### src/rtl/aed_pkg.sv
// ----------------------------------------------------------------------------
// aed_pkg
// Shared types and constants for the all-pass echo delay block.
// ----------------------------------------------------------------------------
package aed_pkg;

  localparam int DELAY_DEPTH_DEF = 16384;
  localparam int FRACTION_BITS   = 12;
  localparam int SAMPLE_W        = 16;
  localparam int LEN_W           = 14;
  localparam int COEF_W          = 16;
  localparam int GAIN_ONE        = 32768;

  localparam int LEN_RESET    = 15000;
  localparam int GAIN_RESET   = 29491;
  localparam int VOL_RESET    = 32768;
  localparam int OFFSET_RESET = (18 * (1 << FRACTION_BITS) + 5) / 10;

  localparam int APB_ADDR_W = 4;
  localparam int APB_DATA_W = 32;

  typedef enum logic [1:0] {
    REG_DELAY_LENGTH,
    REG_FEEDBACK_GAIN,
    REG_VOLUME,
    REG_OUTPUT_OFFSET
  } reg_idx_t;

  typedef enum logic [3:0] {
    ST_IDLE,
    ST_GG,
    ST_GD,
    ST_GX,
    ST_CF,
    ST_ACC,
    ST_VL,
    ST_VH,
    ST_OUT
  } state_t;

  typedef struct packed {
    logic [LEN_W-1:0]           delay_length;
    logic [COEF_W-1:0]          feedback_gain;
    logic [COEF_W-1:0]          volume;
    logic signed [SAMPLE_W-1:0] output_offset;
  } cfg_t;

  typedef struct packed {
    logic   load_in;
    state_t step;
    logic   load_out;
  } cmd_t;

  typedef struct packed {
    logic out_free;
  } status_t;

endpackage

### src/rtl/aed_regs.sv
// ----------------------------------------------------------------------------
// aed_regs
// APB configuration registers: delay length, feedback gain, volume, offset.
// ----------------------------------------------------------------------------
module aed_regs (
  input  logic                            clk,
  input  logic                            rst,
  input  logic                            psel,
  input  logic                            penable,
  input  logic                            pwrite,
  input  logic [aed_pkg::APB_ADDR_W-1:0]  paddr,
  input  logic [aed_pkg::APB_DATA_W-1:0]  pwdata,
  output logic [aed_pkg::APB_DATA_W-1:0]  prdata,
  output logic                            pready,
  output aed_pkg::cfg_t                   cfg
);
  import aed_pkg::*;

  reg_idx_t idx;
  logic     wr_en;

  assign idx    = reg_idx_t'(paddr[APB_ADDR_W-1:2]);
  assign pready = 1'b1;
  assign wr_en  = psel && penable && pwrite && pready;

  always_ff @(posedge clk) begin
    if (rst) begin
      cfg.delay_length  <= LEN_W'(LEN_RESET);
      cfg.feedback_gain <= COEF_W'(GAIN_RESET);
      cfg.volume        <= COEF_W'(VOL_RESET);
      cfg.output_offset <= SAMPLE_W'(OFFSET_RESET);
    end else if (wr_en) begin
      case (idx)
        REG_DELAY_LENGTH:  cfg.delay_length  <= pwdata[LEN_W-1:0];
        REG_FEEDBACK_GAIN: cfg.feedback_gain <= pwdata[COEF_W-1:0];
        REG_VOLUME:        cfg.volume        <= pwdata[COEF_W-1:0];
        REG_OUTPUT_OFFSET: cfg.output_offset <= $signed(pwdata[SAMPLE_W-1:0]);
        default: ;
      endcase
    end
  end

  always_comb begin
    case (idx)
      REG_DELAY_LENGTH:  prdata = APB_DATA_W'(cfg.delay_length);
      REG_FEEDBACK_GAIN: prdata = APB_DATA_W'(cfg.feedback_gain);
      REG_VOLUME:        prdata = APB_DATA_W'(cfg.volume);
      REG_OUTPUT_OFFSET: prdata = APB_DATA_W'($unsigned(cfg.output_offset));
      default:           prdata = '0;
    endcase
  end

endmodule

### config.mk
export PLATFORM = sky130hd
export DESIGN_NAME = aed_regs
export DESIGN_NICKNAME = d
export VERILOG_FILES = /design/src/rtl/aed_pkg.sv /design/src/rtl/aed_regs.sv
export SDC_FILE = /design/constraint.sdc
export NUM_CORES = 1
export LEC_CHECK = 0
export ABC_AREA = 1
export BUFFER_PORTS_ARGS = -buffer_cell sky130_fd_sc_hd__buf_4
export CORE_MARGIN = 2
export CORE_UTILIZATION = 36
export DETAILED_ROUTE_END_ITERATION = 7
export GPL_TIMING_DRIVEN = 0
export PLACE_DENSITY_LB_ADDON = 0.3
export SLEW_MARGIN = 20
export SYNTH_ARGS = -nofsm -noshare
export SYNTH_HDL_FRONTEND = slang
export SYNTH_SLANG_ARGS = --single-unit
### constraint.sdc
create_clock -name clk -period 1.15 [get_ports clk]
set_input_delay 0.0575 -clock clk [delete_from_list [all_inputs] [get_ports clk]]
set_output_delay 0.0575 -clock clk [all_outputs]
set_load 0.03 [all_outputs]
==> results.toml <==
[run_status]
status = "completed"

[timing]
slew_violations = 0
period_needed_ns = 1.147
period_share_pct = 99.72
hold_violations = 0
worst-slew-pin-transition_ns = 0.6168
rsz0062_at_grt = "true"
totalNegativeSetupSlack_ns = 0
relSlewSlack_pct = 58.88
finalSetupViolations = 0
fin_hold_ws_ns = 0.1121
max_freq_mhz = 872.0
fin_skew_ns = 0
setup_ws_ns = 0.003181

[global_routing]
track_usage_pct = 23.72
grt.overflow.total = 0
grt_pass1_vias = 3066
grt_max_degree = 11
antenna_found_initial = 0
grt_pass1_wl_um = 15760

[power]
peakVddDrop_mv = 0.9385
combPwrFrac_pct = 19.8
switching_power_w = 0.001560
power_w = 0.005083
clkPwrFrac_pct = 36.1
p_per_area_mw_per_mm2 = 1173
switching_share_pct = 30.68
intPower_w = 0.003523
p_leak_nw = 2.127
seqPwrFrac_pct = 44.1

[placement]
place_ws_ns = -0.03834
placed_area_mm2 = 0.003895
portBuffers = 100
dp_hpwl_um = 7138
gp_congestion = 0.8752

[clock_network]
clockBufferDepth = 2
cts_buffers = 9
cts.clk_slew.worst_paths_ns = 0.07
cts-root-buf = "clkbuf_8"
clock_sinks = 62
worstSkewPairLatency_ns = 0.35
cts_tree = "yes"
cts_max_level = 3

[logic_synthesis]
synth_cell_types = 18
ys_seq_area_share_pct = 41.98
syn_area_per_cell_um2 = 6.674
synth_seq_cells = 62
mappedNetlistArea_mm2 = 0.002957
yosysWarningCount = 0
synth_cells = 443

[floorplan]
core_mm2 = 0.008093
die_area_mm2 = 0.008954
fp.dieW_um = 94.63
rows = 33
io_pins = 136
die_h_um = 94.63
start_util_pct = 36.53

[setup_path]
critPathMaxFanout = 3
cp-end-kind = "output port"
critical_path.top_delay_family = "flip-flops"
crit_path_start_kind = "register"
crit_chain = "nand2_1 -> nand4_1 -> buf_6"
cp.required_ns = 1.09
critPathKind = "register to output port"
cp_slowest_cell = "dfxtp_2"
cp.arrival_ns = 1.09
path_buf_inv = 1
slowest_delay_ns = 0.34

[route]
num_vias = 3416
drc_errors = 0
drt-initial-drc-count = 285
drt-wirelength-per-cell_um = 15.06
firstDrtPassIters = 5
vias_per_cell = 4.901
drt-total-wl_um = 10500
ant_nets = 0

[layout]
num-nets-final = 628
syn2layout_area_growth_pct = 46.55
final_common_cell = "nand2_1"
layout_common_cells = "nand2_1 (151), buf_4 (123), nor2_1 (74)"
fillers = 850
top_regs = "cfg (62)"
antennaDiodeCount = 0
multi_input_area_mm2 = 0.001433
largest_register = "cfg"
seq_area_mm2 = 0.001279
drive_gt1_share_pct = 33.45
final_area_mm2 = 0.004333
largest_reg_flops = 62

[min_path]
hp-class = "primary input to register"

[run]
cap_violations = 0
## layer usage
metal / track usage (%) / up-vias / routed length [um]
li1: - / 1646 / -
met1: 28.93 / 1591 / 4284
met2: 40.07 / 158 / 4997
met3: 6.784 / 21 / 956
met4: 7.971 / 0 / 261
met5: 0 / - / 0
## what timing repair did
item                                    4_1_cts  5_1_grt
endpoints found under the setup margin       12       15
gates resized for setup                       5       37
gates cloned                                  0        0
hold buffers                                 17        0
setup buffers                                 0        1
pin swaps                                     0        4
endpoints found under the hold margin        27        0
## metrics by stage
step	cells	util (%)
after global routing	697	53.54
after floorplan	458	-
final	697	53.54
after detailed placement	663	48.13
after CTS	696	52.66
after global placement	663	48.13
## layout make-up
| class | count | area share (%) |
|---|---|---|
| Timing Repair Buffer | 118 | 21.86 |
| Clock buffer | 13 | 3.898 |
| Clock inverter | 3 | 0.4043 |
| Multi-Input combinational cell | 335 | 33.06 |
| Buffer | 40 | 6.411 |
| Sequential cell | 62 | 29.51 |
| Inverter | 21 | 1.819 |
| Tap cell | 105 | 3.032 |
## worst paths after layout
check        startpoint   endpoint  cells after the start  slack, ns
max              cfg[0]  prdata[0]                      3      0.003
min reg2reg     cfg[10]    cfg[10]                      2       0.47
min            paddr[2]    cfg[16]                      5       0.11
max reg2reg     cfg[31]    cfg[31]                      2       0.54
## cell usage after synthesis (all sizes together)
cell	n	area [um2]
nand2	156	595.6
nor2	82	345.3
nand3	65	330.3
dfxtp	62	1241
buf	37	254.0
inv	21	78.82
nand4	14	87.58
clkbuf	3	11.26
conb	2	7.510
o21ai	1	5.000
## power groups by stage
| stage | Sequential (W) | Combinational (W) | Clock [W] |
|---|---|---|---|
| 5_1_grt | 0.00224 | 0.00108 | 0.00196 |
| 3_3_place_gp | 0.00228 | 0.000923 | 0 |
| 2_1_floorplan | 0.00237 | 0.000503 | 0 |
| 6_report | 0.00224 | 0.00101 | 0.00183 |
| 4_1_cts | 0.00224 | 0.000986 | 0.00183 |
| 3_5_place_dp | 0.00228 | 0.000933 | 0 |
## cell families (layout without fill, tap and decap cells)
logic type             after synthesis  in the layout  synth area share, %
AOI/OAI and AO/OA                    1              1               0.1691
buffers and inverters               61            195                11.64
DFF                                 62             62                41.98
other                                2             17               0.2540
and+or+nand+nor                    317            317                45.96
## tightest hold or removal path, delay by kind of cell
| family | cells | cell delay, ns |
|---|---|---|
| buf+inv | 1 | 0.13 |
| simple gates | 4 | 0.25 |
(Power assumes the default switching activity.)
