--- config.mk ---
export PLATFORM = sky130hd
export DESIGN_NAME = aed_ctrl
export DESIGN_NICKNAME = d
export VERILOG_FILES = /design/src/rtl/aed_pkg.sv /design/src/rtl/aed_ctrl.sv
export SDC_FILE = /design/constraint.sdc
export NUM_CORES = 1
export LEC_CHECK = 0
export ABC_CLOCK_PERIOD_IN_PS = 1000
export BUFFER_PORTS_ARGS = -buffer_cell sky130_fd_sc_hd__buf_2
export CAP_MARGIN = 30
export CELL_PAD_IN_SITES_DETAIL_PLACEMENT = 0
export CELL_PAD_IN_SITES_GLOBAL_PLACEMENT = 1
export CORE_AREA = 2 2 39 41
export DETAILED_ROUTE_END_ITERATION = 7
export DIE_AREA = 0 0 41 43
export GPL_ROUTABILITY_DRIVEN = 1
export PLACE_DENSITY = 0.43
export SKIP_CTS_REPAIR_TIMING = 1
export SLEW_MARGIN = 20
export SYNTH_ARGS = -nofsm -noshare
export SYNTH_HDL_FRONTEND = slang
export SYNTH_SLANG_ARGS = --single-unit
--- constraint.sdc ---
create_clock -name clk -period 1 [get_ports clk]
set_input_delay 0.3 -clock clk [delete_from_list [all_inputs] [get_ports clk]]
set_output_delay 0.3 -clock clk [all_outputs]
set_load 0.1 [all_outputs]
--- src/rtl/aed_pkg.sv ---
// ----------------------------------------------------------------------------
// aed_pkg
// Shared types and constants for the all-pass echo delay block.
// ----------------------------------------------------------------------------
package aed_pkg;

  localparam int DELAY_DEPTH_DEF = 16384;
  localparam int FRACTION_BITS   = 12;
  localparam int SAMPLE_W        = 16;
  localparam int LEN_W           = 14;
  localparam int COEF_W          = 16;
  localparam int GAIN_ONE        = 32768;

  localparam int LEN_RESET    = 15000;
  localparam int GAIN_RESET   = 29491;
  localparam int VOL_RESET    = 32768;
  localparam int OFFSET_RESET = (18 * (1 << FRACTION_BITS) + 5) / 10;

  localparam int APB_ADDR_W = 4;
  localparam int APB_DATA_W = 32;

  typedef enum logic [1:0] {
    REG_DELAY_LENGTH,
    REG_FEEDBACK_GAIN,
    REG_VOLUME,
    REG_OUTPUT_OFFSET
  } reg_idx_t;

  typedef enum logic [3:0] {
    ST_IDLE,
    ST_GG,
    ST_GD,
    ST_GX,
    ST_CF,
    ST_ACC,
    ST_VL,
    ST_VH,
    ST_OUT
  } state_t;

  typedef struct packed {
    logic [LEN_W-1:0]           delay_length;
    logic [COEF_W-1:0]          feedback_gain;
    logic [COEF_W-1:0]          volume;
    logic signed [SAMPLE_W-1:0] output_offset;
  } cfg_t;

  typedef struct packed {
    logic   load_in;
    state_t step;
    logic   load_out;
  } cmd_t;

  typedef struct packed {
    logic out_free;
  } status_t;

endpackage

--- src/rtl/aed_ctrl.sv ---
// ----------------------------------------------------------------------------
// aed_ctrl
// Sequencer: steps one sample through read, multiply, write-back and output.
// ----------------------------------------------------------------------------
module aed_ctrl (
  input  logic             clk,
  input  logic             rst,
  input  logic             in_valid,
  output logic             in_ready,
  output aed_pkg::cmd_t    cmd,
  input  aed_pkg::status_t status
);
  import aed_pkg::*;

  state_t state;
  state_t state_next;

  always_ff @(posedge clk) begin
    if (rst) begin
      state <= ST_IDLE;
    end else begin
      state <= state_next;
    end
  end

  always_comb begin
    state_next   = state;
    in_ready     = 1'b0;
    cmd.load_in  = 1'b0;
    cmd.load_out = 1'b0;
    cmd.step     = state;
    case (state)
      ST_IDLE: begin
        in_ready = !rst;
        if (in_valid && !rst) begin
          cmd.load_in = 1'b1;
          state_next  = ST_GG;
        end
      end
      ST_GG:  state_next = ST_GD;
      ST_GD:  state_next = ST_GX;
      ST_GX:  state_next = ST_CF;
      ST_CF:  state_next = ST_ACC;
      ST_ACC: state_next = ST_VL;
      ST_VL:  state_next = ST_VH;
      ST_VH:  state_next = ST_OUT;
      ST_OUT: begin
        if (status.out_free) begin
          cmd.load_out = 1'b1;
          state_next   = ST_IDLE;
        end
      end
      default: state_next = ST_IDLE;
    endcase
  end

endmodule

==> results of run 1 <==
how the worst min path moves through the flow:
stage / slack [ns] / endpoint
2_1_floorplan: 0.46 / state[3]$_SDFFE_PP0P_
3_3_place_gp: 0.60 / state[0]$_SDFFE_PP0P_
3_5_place_dp: 0.60 / state[0]$_SDFFE_PP0P_
4_1_cts: 0.44 / state[0]$_SDFFE_PP0P_
5_1_grt: 0.44 / state[0]$_SDFFE_PP0P_
6_report: 0.43 / state[0]$_SDFFE_PP0P_
worst reg2reg max path, stage by stage, from the launching register on:
cell and delay [ns]:
sky130_fd_sc_hd__dfxtp_4 0.34, sky130_fd_sc_hd__buf_6 0.12, sky130_fd_sc_hd__buf_4 0.13, sky130_fd_sc_hd__buf_4 0.14, sky130_fd_sc_hd__a21bo_2 0.20, sky130_fd_sc_hd__a21oi_1 0.12
cell usage after synthesis:
cell and n:
sky130_fd_sc_hd__nand3b_1 1, sky130_fd_sc_hd__a32o_1 1, sky130_fd_sc_hd__and3_1 2, sky130_fd_sc_hd__inv_1 1, sky130_fd_sc_hd__dfxtp_1 4, sky130_fd_sc_hd__nor2_1 3
sky130_fd_sc_hd__nor3_2 1, sky130_fd_sc_hd__nor3_1 2, sky130_fd_sc_hd__a21oi_1 1, sky130_fd_sc_hd__xnor2_1 1, sky130_fd_sc_hd__or2_1 1, sky130_fd_sc_hd__and4b_1 1
sky130_fd_sc_hd__and2_2 1, sky130_fd_sc_hd__a21bo_2 1
final cells by class:
class / count / area (um2) / area share
repair buffers: 25 / 287 / 0.494
multi-input cells: 16 / 153 / 0.263
flip-flops and latches: 4 / 95.1 / 0.164
clock buffers: 3 / 22.5 / 0.0388
well taps: 16 / 20.0 / 0.0345
inverters: 1 / 3.75 / 0.00647
per-layer routing:
metal | wire length [um] | global-route usage
met1 | 264 | 0.0900
met5 | 0 | 0
met2 | 341 | 0.0844
met4 | 0 | 0.0800
met3 | 56 | 0.0157
logic make-up after synthesis:
group	share of synthesized area
flip-flops	0.416
AND/OR/NAND/NOR	0.390
buffers and inverters	0.0195
AO/OA/AOI/OAI	0.130
XOR/XNOR	0.0455
power groups by stage:
stage / sequential [mW] / clock [mW] / combinational, mW
2_1_floorplan: 0.285 / 0 / 0.124
3_3_place_gp: 0.186 / 0 / 0.368
3_5_place_dp: 0.186 / 0 / 0.366
4_1_cts: 0.184 / 0.214 / 0.368
5_1_grt: 0.186 / 0.221 / 0.458
6_report: 0.185 / 0.197 / 0.441
==> results.yml, run 1 <==
outcome:
  run_status: "complete, but fails checks"
  violations: "negative setup slack"
clock_tree:
  ctsLongestPathBuffers: 2
  numClockSinks: 4
  clock_transition_at_the_registers_of_the_reported_paths_ns: 0.04
  cts_inserted_buffers: 3
  clk_root_buffer_cell: "sky130_fd_sc_hd__clkbuf_4"
  cts.htree.levels: 1
  cts_tree: "done"
  clock_insertion_delay_worst_skew_ns: 0.23
worst_setup_path:
  cp_slowest_cell: "sky130_fd_sc_hd__dfxtp_4"
  worst_r2r_startpoint: "state[1]$_SDFFE_PP0P_"
  r2r_cells: 5
  worstPathMaxFanout: 4
  crit_path_max_incr_delay_ns: 0.34
  crit_path_cell_trace: "nor3_4 -> and3_4 -> buf_12"
  crit_family: "simple AND/OR/NAND/NOR gates"
  timing.setup.critical_path_class: "register to output port"
  critical_path_endpoint: "cmd[0]"
  cp.arrival_ns: 1.19
  critPathRequiredTime_ns: 0.70
  cp-end-kind: "output port"
  worst-path-buf-inv: 1
  r2r_setup_slack_ns: -0.14
  worstSetupPathDepth: 3
  crit_path_start_kind: "register"
  r2r-end: "state[2]$_SDFFE_PP0P_"
  critPathLaunch: "state[2]$_SDFFE_PP0P_"
sta:
  clock-skew-final_ns: 0.00563
  final.setup.worst_slack_ns: -0.492
  unrepaired_setup_endpoints_after_global_routing: "true"
  hold_violations: 0
  final_cycle_utilization_of_the_critical_path: 1.49
  timing.slew.headroom: 0.871
  setup_total_negative_slack_ns: -2.51
  worst_slew_pin_slew_ns: 0.193
  period_minus_slack_ns: 1.49
  clock.fmax_ghz: 0.670
  worst_hold_slack_ns: 0.427
  finalSetupViolCount: 11
  drv_slew: 0
worst_hold_path:
  hp-class: "primary input to register"
  hold_path_startpoint: "in_valid"
  holdPathStages: 4
global_routing:
  gr-usage-all-layers: 0.0703
  grt_pass1_wl_um: 772
  grt_remaining_overflow: 0
  grt_antenna_before_repair: 0
  grt_max_degree: 7
  grt_pass1_vias: 186
drt:
  route.detailed.drc: 0
  routed_vias_inst: 3.89
  wirelength_um: 662
  drt_first_pass_iters: 2
  drtAntennaViolNets: 0
  vias: 253
  drt_iter0_drc: 1
  wire_per_inst_um: 10.2
floorplanning:
  die_width_um: 41
  placementRows: 14
  floorplan.core_area_mm2: 0.00138
  ioPinCount: 11
  initial_core_util: 0.139
  dieArea_mm2: 0.00176
  die_y_um: 43
synth:
  post_synthesis_cell_count: 21
  synthDominantCellAreaShare: 0.416
  synth-seq-cells: 4
  synth.largest_area_cell: "sky130_fd_sc_hd__dfxtp_1"
  syn-mean-instance-area_um2: 9.18
  mapped_cell_area_um2: 193
  yosysUniqueCellTypes: 14
  yosysSeqAreaShare: 0.416
  synth_area_leaders: "sky130_fd_sc_hd__dfxtp_1, sky130_fd_sc_hd__and3_1, sky130_fd_sc_hd__nor2_1"
  synth.yosys.warnings: 0
  synthesis.nets: 25
cells_and_area:
  area.growth.synth_to_final_pct: 201
  final_util: 0.420
  layout_cell_share_with_drive_strength_beyond_1: 0.837
  nFillCells: 138
  final_common_cell: "sky130_fd_sc_hd__buf_4"
  num-nets-final: 55
  mostFrequentLayoutCells: "sky130_fd_sc_hd__buf_4, sky130_fd_sc_hd__buf_12, sky130_fd_sc_hd__buf_6"
  largest_registers: "state x4"
  largest_register_ff_count: 4
  antennaDiodeCount: 0
  fin_cells: 65
  design_area_um2: 581
  reg_with_most_ffs: "state"
power_and_ir_drop:
  net_load_switching_power_mw: 0.321
  max_ir_drop_vdd_v: 0.000753
  switch_share: 0.390
  comb_power_share: 0.536
  clkPwrFrac: 0.239
  p_int_mw: 0.503
  power.static_leakage_nw: 0.260
  powerDensity_mw_per_mm2: 1420
  sequential_power_share: 0.225
  p_total_mw: 0.824
placed_design:
  minimum_setup_slack_after_placement_ns: -0.256
  placed_cell_area_um2: 460
  post-dp-hpwl_um: 409
  final_weighted_congestion_of_routability_driven_global_placement: 0.646
  dp_cells: 55
  io_buffer_count: 10
run:
  maxCapViolations: 0
Power figures use the tool's default switching activity.
==> run 2, diff against run 1 <==
--- a/config.mk
+++ b/config.mk
@@ -5,7 +5,7 @@
 export SDC_FILE = /design/constraint.sdc
 export NUM_CORES = 1
 export LEC_CHECK = 0
-export ABC_CLOCK_PERIOD_IN_PS = 1000
+export ABC_CLOCK_PERIOD_IN_PS = 1350
 export BUFFER_PORTS_ARGS = -buffer_cell sky130_fd_sc_hd__buf_2
 export CAP_MARGIN = 30
 export CELL_PAD_IN_SITES_DETAIL_PLACEMENT = 0
==> constraint.sdc (replaced) <==
create_clock -name clk -period 1.35 [get_ports clk]
set_input_delay 0.405 -clock clk [delete_from_list [all_inputs] [get_ports clk]]
set_output_delay 0.405 -clock clk [all_outputs]
set_load 0.1 [all_outputs]
==> run 2 against run 1 <==
Compared with the run above:
- the flow still finishes with violations (negative setup slack)
- sequential power shrank 26%
- clock power shrank 24%
- via count shrank 16%
- global-route usage grew 1.7 points
- worst setup slack gained 0.24 ns
- largest cell class unchanged
- highest routed layer is now met4
==> results.yml, run 2 (same netlist as run 1, synthesis figures left out) <==
outcome:
  run_status: "complete, but fails checks"
  violations: "negative setup slack"
sta:
  drv_slew: 0
  final_cycle_utilization_of_the_critical_path: 1.19
  setup_total_negative_slack_ns: -0.737
  hold_violations: 0
  timing.slew.headroom: 0.862
  worst_slew_pin_slew_ns: 0.206
  final.setup.worst_slack_ns: -0.257
  period_minus_slack_ns: 1.61
  clock-skew-final_ns: 0.00399
  unrepaired_setup_endpoints_after_global_routing: "true"
  clock.fmax_ghz: 0.622
  finalSetupViolCount: 3
worst_setup_path:
  timing.setup.critical_path_class: "register to output port"
  worstPathMaxFanout: 4
  crit_path_start_kind: "register"
  cp-end-kind: "output port"
  cp_slowest_cell: "sky130_fd_sc_hd__dfxtp_4"
  crit_path_max_incr_delay_ns: 0.34
  critPathRequiredTime_ns: 0.95
  cp.arrival_ns: 1.20
  crit_family: "simple AND/OR/NAND/NOR gates"
  crit_path_cell_trace: "nor3_4 -> and3_4 -> buf_12"
  worst-path-buf-inv: 1
cells_and_area:
  num-nets-final: 44
  largest_registers: "state x4"
  layout_cell_share_with_drive_strength_beyond_1: 0.684
  reg_with_most_ffs: "state"
  design_area_um2: 453
  largest_register_ff_count: 4
  mostFrequentLayoutCells: "sky130_fd_sc_hd__buf_12, sky130_fd_sc_hd__buf_4, sky130_fd_sc_hd__dfxtp_4"
  final_common_cell: "sky130_fd_sc_hd__buf_12"
  final_util: 0.327
  antennaDiodeCount: 0
  area.growth.synth_to_final_pct: 135
power_and_ir_drop:
  max_ir_drop_vdd_v: 0.000460
  powerDensity_mw_per_mm2: 1220
  power.static_leakage_nw: 0.192
  p_total_mw: 0.551
clock_tree:
  numClockSinks: 4
  ctsLongestPathBuffers: 2
  clk_root_buffer_cell: "sky130_fd_sc_hd__clkbuf_4"
  cts_inserted_buffers: 3
  cts_tree: "done"
  clock_insertion_delay_worst_skew_ns: 0.24
  clock_transition_at_the_registers_of_the_reported_paths_ns: 0.03
  cts.htree.levels: 1
floorplanning:
  initial_core_util: 0.139
  placementRows: 14
  die_y_um: 43
  dieArea_mm2: 0.00176
  die_width_um: 41
  ioPinCount: 11
  floorplan.core_area_mm2: 0.00138
global_routing:
  grt_pass1_vias: 211
  grt_antenna_before_repair: 0
  grt_remaining_overflow: 0
  gr-usage-all-layers: 0.0873
  grt_pass1_wl_um: 876
  grt_max_degree: 7
drt:
  drtAntennaViolNets: 0
  drt_iter0_drc: 1
  wirelength_um: 542
  wire_per_inst_um: 10.0
  routed_vias_inst: 3.94
  vias: 213
  drt_first_pass_iters: 2
  route.detailed.drc: 0
placed_design:
  final_weighted_congestion_of_routability_driven_global_placement: 0.664
  placed_cell_area_um2: 430
  io_buffer_count: 10
  minimum_setup_slack_after_placement_ns: -0.0566
  post-dp-hpwl_um: 407
run:
  maxCapViolations: 0
worst_hold_path:
  hp-class: "primary input to register"
-- run 2: per-stage QoR --
step | hold WS, ns | std cells
4_1_cts | 0.470 | 54
5_1_grt | 0.539 | 54
3_3_place_gp | 0.548 | 51
3_5_place_dp | 0.559 | 51
6_report | 0.469 | 54
2_1_floorplan | 0.568 | 21
-- run 2: cell type report --
class,count,area (um2)
Clock buffer,3,22.5
Fill cell,144,931
Inverter,1,3.75
Multi-Input combinational cell,16,126
Sequential cell,4,95.1
Tap cell,16,20.0
Timing Repair Buffer,14,185
-- run 2: layer usage --
layer,part of all wire,global-route usage
met1,0.44,0.0900
met2,0.44,0.103
met3,0.11,0.0419
met4,0.018,0.120
met5,0,0
-- run 2: power by group --
| part | leakage, nW | internal [mW] | switching (mW) |
|---|---|---|---|
| clock | 0.0138 | 0.0995 | 0.0494 |
| combinational | 0.142 | 0.103 | 0.163 |
| sequential | 0.0356 | 0.127 | 0.00912 |
-- run 2: worst reg2reg max path, stage by stage, from the launching register on --
cell	delay, ns
sky130_fd_sc_hd__dfxtp_4	0.34
sky130_fd_sc_hd__buf_4	0.16
sky130_fd_sc_hd__and4b_1	0.20
sky130_fd_sc_hd__a32o_1	0.19
-- run 2: final timing paths --
kind / startpoint / end / slack, ns / cells after the start
max: state[0]$_SDFFE_PP0P_ / cmd[5] / -0.26 / 3
min reg2reg: state[3]$_SDFFE_PP0P_ / state[3]$_SDFFE_PP0P_ / 0.56 / 1
min: in_valid / state[0]$_SDFFE_PP0P_ / 0.47 / 3
max reg2reg: state[1]$_SDFFE_PP0P_ / state[3]$_SDFFE_PP0P_ / 0.35 / 3
==> run 3, diff against run 2 <==
--- a/config.mk
+++ b/config.mk
@@ -8,13 +8,11 @@
 export ABC_CLOCK_PERIOD_IN_PS = 1350
 export BUFFER_PORTS_ARGS = -buffer_cell sky130_fd_sc_hd__buf_2
 export CAP_MARGIN = 30
-export CELL_PAD_IN_SITES_DETAIL_PLACEMENT = 0
-export CELL_PAD_IN_SITES_GLOBAL_PLACEMENT = 1
 export CORE_AREA = 2 2 39 41
 export DETAILED_ROUTE_END_ITERATION = 7
 export DIE_AREA = 0 0 41 43
 export GPL_ROUTABILITY_DRIVEN = 1
-export PLACE_DENSITY = 0.43
+export PLACE_DENSITY = 0.33
 export SKIP_CTS_REPAIR_TIMING = 1
 export SLEW_MARGIN = 20
 export SYNTH_ARGS = -nofsm -noshare
==> run 3 against run 2 <==
Compared with the run above:
- count of clock-buffer cells in the layout is the same
- fmax shrank 0.24%
- the run still ends with negative setup slack left
- clock skew is essentially flat
- design area grew 1.7%
- largest power group unchanged
- utilization grew 0.54 points
- flip-flop and latch count is the same
- hold slack lost 0.022 ns
- via count grew 4.7%
- worst setup slack lost 0.0039 ns
- register-to-register slack is essentially flat
- power grew 1.2%
==> results.yml, run 3 (same netlist as run 1, synthesis figures left out) <==
outcome:
  run_status: "complete, but fails checks"
  violations: "negative setup slack"
global_routing:
  grt_remaining_overflow: 0
  grt_max_degree: 7
  grt_pass1_wl_um: 793
  grt_pass1_vias: 203
  grt_antenna_before_repair: 0
  gr-usage-all-layers: 0.0712
worst_hold_path:
  hp-class: "primary input to register"
  holdPathStages: 3
  holdPathEnd: "state[0]$_SDFFE_PP0P_"
  hold_path_startpoint: "in_valid"
sta:
  hold_violations: 0
  final_cycle_utilization_of_the_critical_path: 1.19
  clock-skew-final_ns: 0.00375
  timing.slew.headroom: 0.862
  clock.fmax_ghz: 0.621
  drv_slew: 0
  worst_hold_slack_ns: 0.447
  worst_slew_pin_slew_ns: 0.207
  period_minus_slack_ns: 1.61
  finalSetupViolCount: 3
  unrepaired_setup_endpoints_after_global_routing: "true"
  final.setup.worst_slack_ns: -0.261
drt:
  drtAntennaViolNets: 0
  routed_vias_inst: 4.05
  drt_first_pass_iters: 2
  drt_iter0_drc: 3
  wirelength_um: 497
  vias: 223
  wire_per_inst_um: 9.04
  route.detailed.drc: 0
cells_and_area:
  num-nets-final: 45
  area.growth.synth_to_final_pct: 139
  multiInputGateArea_um2: 126
  largest_register_ff_count: 4
  layout_cell_share_with_drive_strength_beyond_1: 0.692
  reg_with_most_ffs: "state"
  fin_cells: 55
  antennaDiodeCount: 0
  final_common_cell: "sky130_fd_sc_hd__buf_12"
  mostFrequentLayoutCells: "sky130_fd_sc_hd__buf_12, sky130_fd_sc_hd__buf_4, sky130_fd_sc_hd__dfxtp_4"
  nFillCells: 146
  seq_area_um2: 95.1
  largest_registers: "state x4"
worst_setup_path:
  worst_r2r_startpoint: "state[1]$_SDFFE_PP0P_"
  r2r_cells: 3
  critPathRequiredTime_ns: 0.95
  r2r-end: "state[3]$_SDFFE_PP0P_"
  cp-end-kind: "output port"
  r2r_setup_slack_ns: 0.36
  crit_path_start_kind: "register"
  critPathLaunch: "state[0]$_SDFFE_PP0P_"
  timing.setup.critical_path_class: "register to output port"
  cp.arrival_ns: 1.21
  worstPathMaxFanout: 4
placed_design:
  io_buffer_count: 10
  post-dp-hpwl_um: 387
  dp_cells: 51
  final_weighted_congestion_of_routability_driven_global_placement: 0.653
floorplanning:
  floorplan.core_area_mm2: 0.00138
  die_y_um: 43
  placementRows: 14
  initial_core_util: 0.139
  die_width_um: 41
  dieArea_mm2: 0.00176
  ioPinCount: 11
clock_tree:
  clock_insertion_delay_worst_skew_ns: 0.23
  cts.htree.levels: 1
  numClockSinks: 4
  cts_tree: "done"
  cts_inserted_buffers: 3
  clock_transition_at_the_registers_of_the_reported_paths_ns: 0.04
  ctsLongestPathBuffers: 2
  clk_root_buffer_cell: "sky130_fd_sc_hd__clkbuf_4"
power_and_ir_drop:
  max_ir_drop_vdd_v: 0.000590
  power.static_leakage_nw: 0.196
  powerDensity_mw_per_mm2: 1210
run:
  maxCapViolations: 0
## run 3: layout make-up
type	instances	area share
clock buffer	3	0.0489
inverter	1	0.00815
multi-input combinational	16	0.274
sequential	4	0.207
tap	16	0.0435
timing repair buffer	15	0.418
## run 3: worst max-delay path, cell delays in order (launching register included)
cell                      delay [ns]
sky130_fd_sc_hd__dfxtp_4        0.34
sky130_fd_sc_hd__nor3_4         0.24
sky130_fd_sc_hd__and3_4         0.22
sky130_fd_sc_hd__buf_12         0.17
## run 3: worst max-delay path by stage
stage / slack (ns) / end
4_1_cts: -0.29 / cmd[0]
3_5_place_dp: -0.08 / cmd[5]
3_3_place_gp: -0.07 / cmd[5]
6_report: -0.26 / cmd[5]
2_1_floorplan: -0.15 / cmd[0]
5_1_grt: -0.32 / cmd[0]
## run 3: metal layers
metal | GRT usage | wire length, um | up-vias
li1 | - | - | 113
met2 | 0.100 | 244 | 9
met4 | 0.0800 | 15 | 0
met1 | 0.0641 | 202 | 99
met5 | 0 | 0 | -
met3 | 0.0366 | 35 | 2
## run 3: per-stage QoR
| stage | TNS (ns) | setup slack [ns] | utilization | instance area, um2 | total power [mW] |
|---|---|---|---|---|---|
| floorplan | -0.398 | -0.150 | - | 225 | 0.303 |
| global placement | -0.117 | -0.0694 | 0.311 | 430 | 0.404 |
| detailed placement | -0.151 | -0.0795 | 0.311 | 430 | 0.405 |
| CTS | -0.819 | -0.288 | 0.327 | 453 | 0.560 |
| global route | -0.936 | -0.320 | 0.333 | 460 | 0.588 |
| finish | -0.746 | -0.261 | 0.333 | 460 | 0.558 |
## run 3: where the power goes
part / internal, mW / switching [mW]
logic: 0.111 / 0.166
registers: 0.127 / 0.00929
clock network: 0.0992 / 0.0464
